==> config.mk <==
export PLATFORM = sky130hd
export DESIGN_NAME = stereo_block_level_stats
export DESIGN_NICKNAME = d
export VERILOG_FILES = /design/src/sbls_pkg.sv /design/src/sbls_cfg.sv /design/src/sbls_front.sv /design/src/sbls_accum.sv /design/src/stereo_block_level_stats.sv
export SDC_FILE = /design/constraint.sdc
export NUM_CORES = 2
export LEC_CHECK = 0
export BUFFER_PORTS_ARGS = -buffer_cell sky130_fd_sc_hd__buf_2
export CAP_MARGIN = 10
export CELL_PAD_IN_SITES_DETAIL_PLACEMENT = 1
export CELL_PAD_IN_SITES_GLOBAL_PLACEMENT = 1
export CORE_ASPECT_RATIO = 0.6
export CORE_MARGIN = 2
export CORE_UTILIZATION = 54
export DETAILED_ROUTE_END_ITERATION = 16
export GPL_ROUTABILITY_DRIVEN = 0
export PLACE_DENSITY_LB_ADDON = 0.1
export SYNTH_ARGS = -nofsm -noshare
export SYNTH_HDL_FRONTEND = slang
export SYNTH_SLANG_ARGS = --single-unit
==> constraint.sdc <==
create_clock -name clk -period 14.2 [get_ports clk]
set_input_delay 0 -clock clk [delete_from_list [all_inputs] [get_ports clk]]
set_output_delay 0 -clock clk [all_outputs]
set_load 0.005 [all_outputs]
==> src/sbls_pkg.sv <==
// ----------------------------------------------------------------------------
// sbls_pkg
// shared types, constants and helpers of the stereo block level meter
// ----------------------------------------------------------------------------
package sbls_pkg;

	localparam int SAMPLE_WIDTH     = 16;
	localparam int MAG_WIDTH        = 16;
	localparam int SQ_WIDTH         = 31;
	localparam int RATE_WIDTH       = 20;
	localparam int FRAME_WIDTH      = 17;
	localparam int ENERGY_WIDTH     = 47;
	localparam int COUNT_WIDTH      = 17;
	localparam int BLOCK_WIDTH      = 32;
	localparam int CFG_INDEX_WIDTH  = 2;
	localparam int CFG_DATA_WIDTH   = 20;
	localparam int IN_TDATA_WIDTH   = 56;
	localparam int OUT_TDATA_WIDTH  = 264;

	localparam logic [FRAME_WIDTH-1:0] MAX_BLOCK_FRAMES = 17'd65536;

	localparam logic [CFG_INDEX_WIDTH-1:0] REG_FRAMES_PER_BLOCK = 2'd0;
	localparam logic [CFG_INDEX_WIDTH-1:0] REG_HIGH_LEVEL_THR   = 2'd1;
	localparam logic [CFG_INDEX_WIDTH-1:0] REG_FULL_SCALE_THR   = 2'd2;
	localparam logic [CFG_INDEX_WIDTH-1:0] REG_MIN_VALID_RATE   = 2'd3;

	localparam logic [FRAME_WIDTH-1:0] RST_FRAMES_PER_BLOCK = 17'd4096;
	localparam logic [MAG_WIDTH-1:0]   RST_HIGH_LEVEL_THR   = 16'd29204;
	localparam logic [MAG_WIDTH-1:0]   RST_FULL_SCALE_THR   = 16'd32760;
	localparam logic [RATE_WIDTH-1:0]  RST_MIN_VALID_RATE   = 20'd8000;

	typedef struct packed {
		logic [FRAME_WIDTH-1:0] limit;
		logic [MAG_WIDTH-1:0]   high_thr;
		logic [MAG_WIDTH-1:0]   full_thr;
		logic [RATE_WIDTH-1:0]  min_rate;
	} cfg_t;

	typedef struct packed {
		logic [MAG_WIDTH-1:0] mag;
		logic [SQ_WIDTH-1:0]  sq;
		logic                 loud;
		logic                 clip;
	} chan_t;

	typedef struct packed {
		chan_t                 left;
		chan_t                 right;
		logic [RATE_WIDTH-1:0] rate;
		logic                  rate_ok;
		logic                  discard;
	} frame_t;

	typedef struct packed {
		logic [RATE_WIDTH-1:0]   block_rate;
		logic [COUNT_WIDTH-1:0]  clip_count_right;
		logic [COUNT_WIDTH-1:0]  clip_count_left;
		logic [COUNT_WIDTH-1:0]  loud_count_right;
		logic [COUNT_WIDTH-1:0]  loud_count_left;
		logic [ENERGY_WIDTH-1:0] energy_right;
		logic [ENERGY_WIDTH-1:0] energy_left;
		logic [MAG_WIDTH-1:0]    peak_right;
		logic [MAG_WIDTH-1:0]    peak_left;
		logic [FRAME_WIDTH-1:0]  frames_in_block;
		logic [BLOCK_WIDTH-1:0]  block_number;
	} rec_t;

	// zero acts as one, oversized values saturate
	function automatic logic [FRAME_WIDTH-1:0] clamp_limit(input logic [FRAME_WIDTH-1:0] v);
		logic [FRAME_WIDTH-1:0] r;
		r = v;
		if (v == '0) begin
			r = FRAME_WIDTH'(1);
		end else if (v > MAX_BLOCK_FRAMES) begin
			r = MAX_BLOCK_FRAMES;
		end
		return r;
	endfunction

	function automatic logic [MAG_WIDTH-1:0] magnitude(input logic signed [SAMPLE_WIDTH-1:0] s);
		logic [MAG_WIDTH-1:0] r;
		r = s[SAMPLE_WIDTH-1] ? MAG_WIDTH'(~s + 1'b1) : MAG_WIDTH'(s);
		return r;
	endfunction

endpackage

==> src/sbls_cfg.sv <==
// ----------------------------------------------------------------------------
// sbls_cfg
// configuration registers, block length kept in its clamped form
// ----------------------------------------------------------------------------
module sbls_cfg (
	input  logic                                  clk,
	input  logic                                  arst_n,
	input  logic                                  cfg_we,
	input  logic [sbls_pkg::CFG_INDEX_WIDTH-1:0]  cfg_index,
	input  logic [sbls_pkg::CFG_DATA_WIDTH-1:0]   cfg_data,
	output sbls_pkg::cfg_t                        cfg
);

	sbls_pkg::cfg_t cfg_q;

	always_ff @(posedge clk or negedge arst_n) begin
		if (!arst_n) begin
			cfg_q.limit    <= sbls_pkg::clamp_limit(sbls_pkg::RST_FRAMES_PER_BLOCK);
			cfg_q.high_thr <= sbls_pkg::RST_HIGH_LEVEL_THR;
			cfg_q.full_thr <= sbls_pkg::RST_FULL_SCALE_THR;
			cfg_q.min_rate <= sbls_pkg::RST_MIN_VALID_RATE;
		end else if (cfg_we) begin
			case (cfg_index)
				sbls_pkg::REG_FRAMES_PER_BLOCK: begin
					cfg_q.limit <= sbls_pkg::clamp_limit(cfg_data[sbls_pkg::FRAME_WIDTH-1:0]);
				end
				sbls_pkg::REG_HIGH_LEVEL_THR: begin
					cfg_q.high_thr <= cfg_data[sbls_pkg::MAG_WIDTH-1:0];
				end
				sbls_pkg::REG_FULL_SCALE_THR: begin
					cfg_q.full_thr <= cfg_data[sbls_pkg::MAG_WIDTH-1:0];
				end
				sbls_pkg::REG_MIN_VALID_RATE: begin
					cfg_q.min_rate <= cfg_data;
				end
				default: begin
				end
			endcase
		end
	end

	assign cfg = cfg_q;

endmodule

==> src/sbls_front.sv <==
// ----------------------------------------------------------------------------
// sbls_front
// input register, then magnitude, square and threshold flags per channel
// ----------------------------------------------------------------------------
module sbls_front (
	input  logic                                 clk,
	input  logic                                 arst_n,
	input  sbls_pkg::cfg_t                       cfg,
	input  logic                                 in_valid,
	output logic                                 in_ready,
	input  logic signed [sbls_pkg::SAMPLE_WIDTH-1:0] in_left,
	input  logic signed [sbls_pkg::SAMPLE_WIDTH-1:0] in_right,
	input  logic [sbls_pkg::RATE_WIDTH-1:0]      in_rate,
	input  logic                                 in_discard,
	output logic                                 frm_valid,
	input  logic                                 frm_ready,
	output sbls_pkg::frame_t                     frm
);

	logic                                   valid_s1;
	logic signed [sbls_pkg::SAMPLE_WIDTH-1:0] left_s1;
	logic signed [sbls_pkg::SAMPLE_WIDTH-1:0] right_s1;
	logic [sbls_pkg::RATE_WIDTH-1:0]        rate_s1;
	logic                                   discard_s1;

	logic             valid_s2;
	sbls_pkg::frame_t frm_s2;
	sbls_pkg::frame_t frm_d;
	logic             s2_ready;
	logic             s1_ready;
	logic [2*sbls_pkg::MAG_WIDTH-1:0] sq_l;
	logic [2*sbls_pkg::MAG_WIDTH-1:0] sq_r;

	assign s2_ready = !valid_s2 || frm_ready;
	assign s1_ready = !valid_s1 || s2_ready;
	assign in_ready = s1_ready;

	always_comb begin
		frm_d.left.mag  = sbls_pkg::magnitude(left_s1);
		frm_d.right.mag = sbls_pkg::magnitude(right_s1);
		sq_l = frm_d.left.mag * frm_d.left.mag;
		sq_r = frm_d.right.mag * frm_d.right.mag;
		frm_d.left.sq    = sq_l[sbls_pkg::SQ_WIDTH-1:0];
		frm_d.right.sq   = sq_r[sbls_pkg::SQ_WIDTH-1:0];
		frm_d.left.loud  = frm_d.left.mag >= cfg.high_thr;
		frm_d.right.loud = frm_d.right.mag >= cfg.high_thr;
		frm_d.left.clip  = frm_d.left.mag >= cfg.full_thr;
		frm_d.right.clip = frm_d.right.mag >= cfg.full_thr;
		frm_d.rate       = rate_s1;
		frm_d.rate_ok    = rate_s1 >= cfg.min_rate;
		frm_d.discard    = discard_s1;
	end

	always_ff @(posedge clk or negedge arst_n) begin
		if (!arst_n) begin
			valid_s1 <= 1'b0;
			valid_s2 <= 1'b0;
		end else begin
			if (s1_ready) begin
				valid_s1 <= in_valid;
			end
			if (s2_ready) begin
				valid_s2 <= valid_s1;
			end
		end
	end

	always_ff @(posedge clk) begin
		if (s1_ready && in_valid) begin
			left_s1    <= in_left;
			right_s1   <= in_right;
			rate_s1    <= in_rate;
			discard_s1 <= in_discard;
		end
		if (s2_ready && valid_s1) begin
			frm_s2 <= frm_d;
		end
	end

	assign frm_valid = valid_s2;
	assign frm       = frm_s2;

endmodule

==> src/sbls_accum.sv <==
// ----------------------------------------------------------------------------
// sbls_accum
// per-block statistics, block completion and result register
// ----------------------------------------------------------------------------
module sbls_accum (
	input  logic             clk,
	input  logic             arst_n,
	input  sbls_pkg::cfg_t   cfg,
	input  logic             frm_valid,
	output logic             frm_ready,
	input  sbls_pkg::frame_t frm,
	output logic             rec_valid,
	input  logic             rec_ready,
	output sbls_pkg::rec_t   rec
);

	logic [sbls_pkg::BLOCK_WIDTH-1:0]  block_cnt_q;
	logic [sbls_pkg::FRAME_WIDTH-1:0]  frame_cnt_q;
	logic [sbls_pkg::MAG_WIDTH-1:0]    peak_l_q, peak_r_q;
	logic [sbls_pkg::ENERGY_WIDTH-1:0] energy_l_q, energy_r_q;
	logic [sbls_pkg::COUNT_WIDTH-1:0]  loud_l_q, loud_r_q;
	logic [sbls_pkg::COUNT_WIDTH-1:0]  clip_l_q, clip_r_q;
	logic [sbls_pkg::RATE_WIDTH-1:0]   rate_q;

	logic                              out_valid_q;
	sbls_pkg::rec_t                    out_q;

	sbls_pkg::rec_t                    nxt;
	logic                              done;
	logic                              out_free;
	logic                              fire;

	// discard clears everything before the frame is counted
	always_comb begin
		if (frm.discard) begin
			nxt = '0;
		end else begin
			nxt.block_number     = block_cnt_q;
			nxt.frames_in_block  = frame_cnt_q;
			nxt.peak_left        = peak_l_q;
			nxt.peak_right       = peak_r_q;
			nxt.energy_left      = energy_l_q;
			nxt.energy_right     = energy_r_q;
			nxt.loud_count_left  = loud_l_q;
			nxt.loud_count_right = loud_r_q;
			nxt.clip_count_left  = clip_l_q;
			nxt.clip_count_right = clip_r_q;
			nxt.block_rate       = rate_q;
		end
		if (frm.rate_ok) begin
			nxt.block_rate = frm.rate;
		end
		if (frm.left.mag > nxt.peak_left) begin
			nxt.peak_left = frm.left.mag;
		end
		if (frm.right.mag > nxt.peak_right) begin
			nxt.peak_right = frm.right.mag;
		end
		nxt.energy_left  = nxt.energy_left
			+ sbls_pkg::ENERGY_WIDTH'(frm.left.sq);
		nxt.energy_right = nxt.energy_right
			+ sbls_pkg::ENERGY_WIDTH'(frm.right.sq);
		nxt.loud_count_left  = nxt.loud_count_left
			+ sbls_pkg::COUNT_WIDTH'(frm.left.loud);
		nxt.loud_count_right = nxt.loud_count_right
			+ sbls_pkg::COUNT_WIDTH'(frm.right.loud);
		nxt.clip_count_left  = nxt.clip_count_left
			+ sbls_pkg::COUNT_WIDTH'(frm.left.clip);
		nxt.clip_count_right = nxt.clip_count_right
			+ sbls_pkg::COUNT_WIDTH'(frm.right.clip);
		nxt.frames_in_block  = nxt.frames_in_block + 1'b1;
		done = nxt.frames_in_block >= cfg.limit;
	end

	assign out_free  = !out_valid_q || rec_ready;
	assign fire      = frm_valid && (!done || out_free);
	assign frm_ready = !frm_valid || fire;

	always_ff @(posedge clk or negedge arst_n) begin
		if (!arst_n) begin
			block_cnt_q <= '0;
			frame_cnt_q <= '0;
			peak_l_q    <= '0;
			peak_r_q    <= '0;
			energy_l_q  <= '0;
			energy_r_q  <= '0;
			loud_l_q    <= '0;
			loud_r_q    <= '0;
			clip_l_q    <= '0;
			clip_r_q    <= '0;
			rate_q      <= '0;
			out_valid_q <= 1'b0;
		end else begin
			if (fire) begin
				rate_q <= nxt.block_rate;
				if (done) begin
					block_cnt_q <= nxt.block_number + 1'b1;
					frame_cnt_q <= '0;
					peak_l_q    <= '0;
					peak_r_q    <= '0;
					energy_l_q  <= '0;
					energy_r_q  <= '0;
					loud_l_q    <= '0;
					loud_r_q    <= '0;
					clip_l_q    <= '0;
					clip_r_q    <= '0;
				end else begin
					block_cnt_q <= nxt.block_number;
					frame_cnt_q <= nxt.frames_in_block;
					peak_l_q    <= nxt.peak_left;
					peak_r_q    <= nxt.peak_right;
					energy_l_q  <= nxt.energy_left;
					energy_r_q  <= nxt.energy_right;
					loud_l_q    <= nxt.loud_count_left;
					loud_r_q    <= nxt.loud_count_right;
					clip_l_q    <= nxt.clip_count_left;
					clip_r_q    <= nxt.clip_count_right;
				end
			end
			if (fire && done) begin
				out_valid_q <= 1'b1;
			end else if (rec_ready) begin
				out_valid_q <= 1'b0;
			end
		end
	end

	always_ff @(posedge clk) begin
		if (fire && done) begin
			out_q <= nxt;
		end
	end

	assign rec_valid = out_valid_q;
	assign rec       = out_q;

endmodule

==> src/stereo_block_level_stats.sv <==
// ----------------------------------------------------------------------------
// stereo_block_level_stats
// stereo peak, energy and threshold-count meter emitting one record per block
// ----------------------------------------------------------------------------
// a block record is registered for output once its closing frame has passed the input and frame registers
// throughput: one frame per cycle unless the output stalls, set by the combinational statistics update
// a waiting record stalls the input only at a frame that closes the next block
// reset clears all statistics, block number, latched rate and pipeline valids
// configuration returns to its documented defaults on reset
// ----------------------------------------------------------------------------
module stereo_block_level_stats (
	input  logic                                   clk,
	input  logic                                   arst_n,
	input  logic                                   s_axis_tvalid,
	output logic                                   s_axis_tready,
	// left_sample, right_sample, sample_rate, zero pad
	input  logic [sbls_pkg::IN_TDATA_WIDTH-1:0]    s_axis_tdata,
	// discard_first
	input  logic                                   s_axis_tuser,
	output logic                                   m_axis_tvalid,
	input  logic                                   m_axis_tready,
	// block_number, frames_in_block, peak_left, peak_right, energy_left,
	// energy_right, loud_count_left, loud_count_right, clip_count_left,
	// clip_count_right, block_rate, zero pad
	output logic [sbls_pkg::OUT_TDATA_WIDTH-1:0]   m_axis_tdata,
	input  logic                                   cfg_we,
	input  logic [sbls_pkg::CFG_INDEX_WIDTH-1:0]   cfg_index,
	input  logic [sbls_pkg::CFG_DATA_WIDTH-1:0]    cfg_data
);

	sbls_pkg::cfg_t   cfg;
	logic             frm_valid;
	logic             frm_ready;
	sbls_pkg::frame_t frm;
	sbls_pkg::rec_t   rec;

	sbls_cfg u_cfg (
		.clk       (clk),
		.arst_n    (arst_n),
		.cfg_we    (cfg_we),
		.cfg_index (cfg_index),
		.cfg_data  (cfg_data),
		.cfg       (cfg)
	);

	sbls_front u_front (
		.clk        (clk),
		.arst_n     (arst_n),
		.cfg        (cfg),
		.in_valid   (s_axis_tvalid),
		.in_ready   (s_axis_tready),
		.in_left    (s_axis_tdata[15:0]),
		.in_right   (s_axis_tdata[31:16]),
		.in_rate    (s_axis_tdata[51:32]),
		.in_discard (s_axis_tuser),
		.frm_valid  (frm_valid),
		.frm_ready  (frm_ready),
		.frm        (frm)
	);

	sbls_accum u_accum (
		.clk       (clk),
		.arst_n    (arst_n),
		.cfg       (cfg),
		.frm_valid (frm_valid),
		.frm_ready (frm_ready),
		.frm       (frm),
		.rec_valid (m_axis_tvalid),
		.rec_ready (m_axis_tready),
		.rec       (rec)
	);

	assign m_axis_tdata = {1'b0, rec};

endmodule

==> summary.txt <==
Setup path
  – Crit path capture type: register
  – CP max stage delay: roughly 0.75 ns
  – Most used cell, CP: fa_1
  – Slowest-stage cell, CP: inv_1
  – Crit start category: register
  – Reg2Reg Launch Point: u_front.left_s1[0]$_DFFE_PP_
  – Crit path kind: register to register
  – Buffers & Inverters on Critical Path: 5
  – Worst Path Required: between 10 and 15 ns
  – CP top delay family: adder cells
  – CP arrival: 10.50 ns
  – CP max FO: 19
  – Setup crit start: u_front.left_s1[0]$_DFFE_PP_

Timing
  – Fin crit share: between 70% and 80%
  – Pins Over Slew Limit: 0
  – Final WS setup: 4.16 ns
  – Final setup vio count: 0
  – RSZ-0062 raised after global routing: false
  – Skew final: roughly 0.044 ns
  – Setup TNS: 0 ns
  – Hold slack: around 0.029 ns
  – Minimum clock period after layout: 10.04 ns
  – Fmax achieved: between 90 and 100 MHz
  – Slew @ Worst Pin: between 1 and 1.5 ns
  – Final hold vios: 0
  – Worst slew margin: between 10% and 20%

Routing
  – Post-route antenna net violation count: 0
  – Drt pass-1 iters: 7
  – Initial drt markers: 2992
  – Vias: about 38k
  – Routed wire length: between 150 and 200 mm
  – Routed len/inst: between 20 and 25 um
  – Routed vias/inst: roughly 5.9
  – Post-route DRC: 0

Logic synthesis
  – Ys async rst share: 43.7%
  – Post-synth top area cell: edfxtp_1
  – Synth cell count leaders: inv_1, edfxtp_1, ha_1
  – Seq/Total Area, Yosys: between 40% and 50%
  – Dominant synthesized flop cell: edfxtp_1
  – Yosys top cell area share: 25.5%
  – Count leader, synth: inv_1
  – Syn Inst Count: around 4.7k
  – Ys Warns: 0
  – Top cells by area, synth: edfxtp_1, dfrtp_1, fa_1, ha_1, inv_1
  – Yosys reg bits: about 770
  – Number of synthesized flops with an enable pin: around 430
  – Mapped Avg Cell Area: approximately 11 um2
  – Synth Cell Area: between 0.05 and 0.06 mm2
  – Distinct cells, synth: 86

Die
  – Die X-Extent: 400 um
  – Num rows: between 80 and 90
  – Die ar.: around 0.097 mm2
  – Starting Density: ~54%
  – Core Box Area: 0.0937 mm2
  – I/O Pins: 350
  – Die Height: around 240 um

Pwr
  – Design Power: 0.0164 W
  – Static Leak: 26.4 nW
  – Maximum VDD drop: between 0.5 and 0.6 mV
  – Cell area power density: around 280 mW/mm2

Clock network
  – CTS resizes: 0
  – Worst skew pair latency: 0.71 ns
  – Bufs on Longest Clock Path: 3
  – CTS buffer count: between 70 and 80
  – TritonCTS clock tree: done
  – CTS Sinks: between 700 and 800
  – CTS HTree Levels: 3
  – CTS root buffer: clkbuf_16
  – Clk slew on worst S/H paths: ~0.070 ns

Place
  – I/O Buffers: about 340
  – Place WS: around 4.4 ns
  – HPWL Detailed: around 110 mm

Layout
  – Layout area overhead: 13.3%
  – Final #Nets: 5905
  – Share of cells above drive strength 1: around an eighth
  – Fin util: 61.6%

Global routing
  – Total track usage: between 30% and 40%
  – GRT overflow: 0
  – Pin count of the biggest net entering global routing: 109
  – First-pass GRT wire length: between 200 and 250 mm
  – Initial antenna violation count: 3
  – Vias in the first global route: 40.8k

Job
  – Max Cap Viol: 0

Worst hold path
  – Worst Hold Launch: s_axis_tdata[34]
  – Worst min-delay path class: input pin to register

Status
  – Outcome: completed
worst reg2reg max path, delay by kind of cell, from the launching register on:
kind / cells / cell delay (ns)
adders and majority gates: 8 / 3.69
AOI/OAI and AO/OA: 6 / 2.13
and+or+nand+nor: 6 / 1.40
buffers and inverters: 5 / 1.31
xor gates and xnor gates: 2 / 0.75
DFF: 1 / 0.52
flip-flops by register name, indices dropped and copies added (netlist names):
signal               flops
u_accum.rec            263
u_accum.clip_l_q        17
u_front.left_s1         16
u_front.right_s1        16
u_accum.energy_l_q      47
u_front.valid_s1         1
u_accum.clip_r_q        17
u_front.frm            116
u_accum.block_cnt_q     32
u_accum.peak_r_q        16
u_cfg.cfg               69
u_front.frm_valid        1
u_accum.rec_valid        1
u_accum.rate_q          20
u_accum.energy_r_q      47
u_accum.loud_r_q        17
u_front.rate_s1         20
u_accum.loud_l_q        17
u_front.discard_s1       1
u_accum.frame_cnt_q     17
u_accum.peak_l_q        16
layout make-up:
class	count	area, um2
Tap cell	1246	1560
Clock inverter	46	523
Antenna cell	1	2.50
Fill cell	9883	36000
Multi-Input combinational cell	3124	26700
Clock buffer	93	2030
Inverter	634	2390
Timing Repair Buffer	494	3110
Sequential cell	767	21400
through the flow:
step           instance area [um2]  cells
6_report                     57700   6405
5_1_grt                      57700   6405
4_1_cts                      57700   6403
3_5_place_dp                 54200   6174
3_3_place_gp                 54200   6174
2_1_floorplan                51000   4673
final timing paths:
| path | end | slack, ns | cells past startpoint |
|---|---|---|---|
| setup reg to reg | u_front.frm[102]$_DFFE_PP_ | 4.16 | 27 |
| max in group asynchronous | u_accum.energy_l_q[30]$_DFFE_PN0P_ | 12.48 | 4 |
| hold reg to reg | u_front.frm[0]$_DFFE_PP_ | 0.43 | 0 |
| min in group asynchronous | u_cfg.cfg[37]$_DFFE_PN0P_ | 0.36 | 3 |
| hold / removal | u_front.rate_s1[2]$_DFFE_PP_ | 0.03 | 2 |
| setup / recovery | u_front.frm[102]$_DFFE_PP_ | 4.16 | 27 |
cell usage in the layout (no fill, tap or decap), types with 15 or more instances in the layout:
cell,instances
a31oi_1,17
a21oi_1,178
dlygate4sd3_1,89
nor2b_1,144
clkbuf_16,76
xor2_1,95
dfrtp_1,310
mux2i_1,34
xnor2_1,153
or3_1,33
nand3_1,100
and3_1,44
o211ai_1,22
inv_1,617
o21ai_0,123
conb_1,23
edfxtp_1,432
ha_1,396
fa_1,329
nand2_1,380
and2_1,18
clkinv_2,18
a211oi_1,15
buf_4,59
nand2b_1,37
nor2_1,270
mux2_2,74
clkinv_1,17
buf_2,343
or4_1,17
nor3_1,41
dfstp_2,25
a21o_1,92
nand4_1,52
a22o_1,201
o21a_1,30
logic make-up (layout without fill, tap and decap cells):
kind of cell             after synthesis  after routing  share of synthesized area (%)
AND/OR/NAND/NOR                     1198           1198                           11.4
AO/OA/AOI/OAI                        815            815                           11.2
buffers and inverters                782           1267                           5.84
flip-flops                           767            767                           42.0
adder cells (fa/ha/maj)              725            725                           22.7
XOR/XNOR                             255            255                           4.46
multiplexers                         108            108                           2.31
other                                  2             24                         0.0148
per-layer routing:
metal | share of wire, % | vias to the layer above | GRT usage (%)
met4 | 2.1 | 2 | 7.53
met5 | 0.0044 | - | 0
li1 | - | 16888 | -
met2 | 46 | 1256 | 52.4
met1 | 45 | 19697 | 47.9
met3 | 6.8 | 187 | 5.53
repair_timing:
action                                  CTS  global route
hold endpoints to repair                218             0
endpoints found under the setup margin    0             0
setup buffers                             0             0
hold buffers                             90             0
power by group:
group / leakage (nW) / switching, W / internal (W)
sequential: 8.32 / 0.000193 / 0.00320
combinational: 16.9 / 0.00662 / 0.00426
clock: 1.23 / 0.000998 / 0.00115
total: 26.4 / 0.00781 / 0.00861
Power figures use the tool's default switching activity.
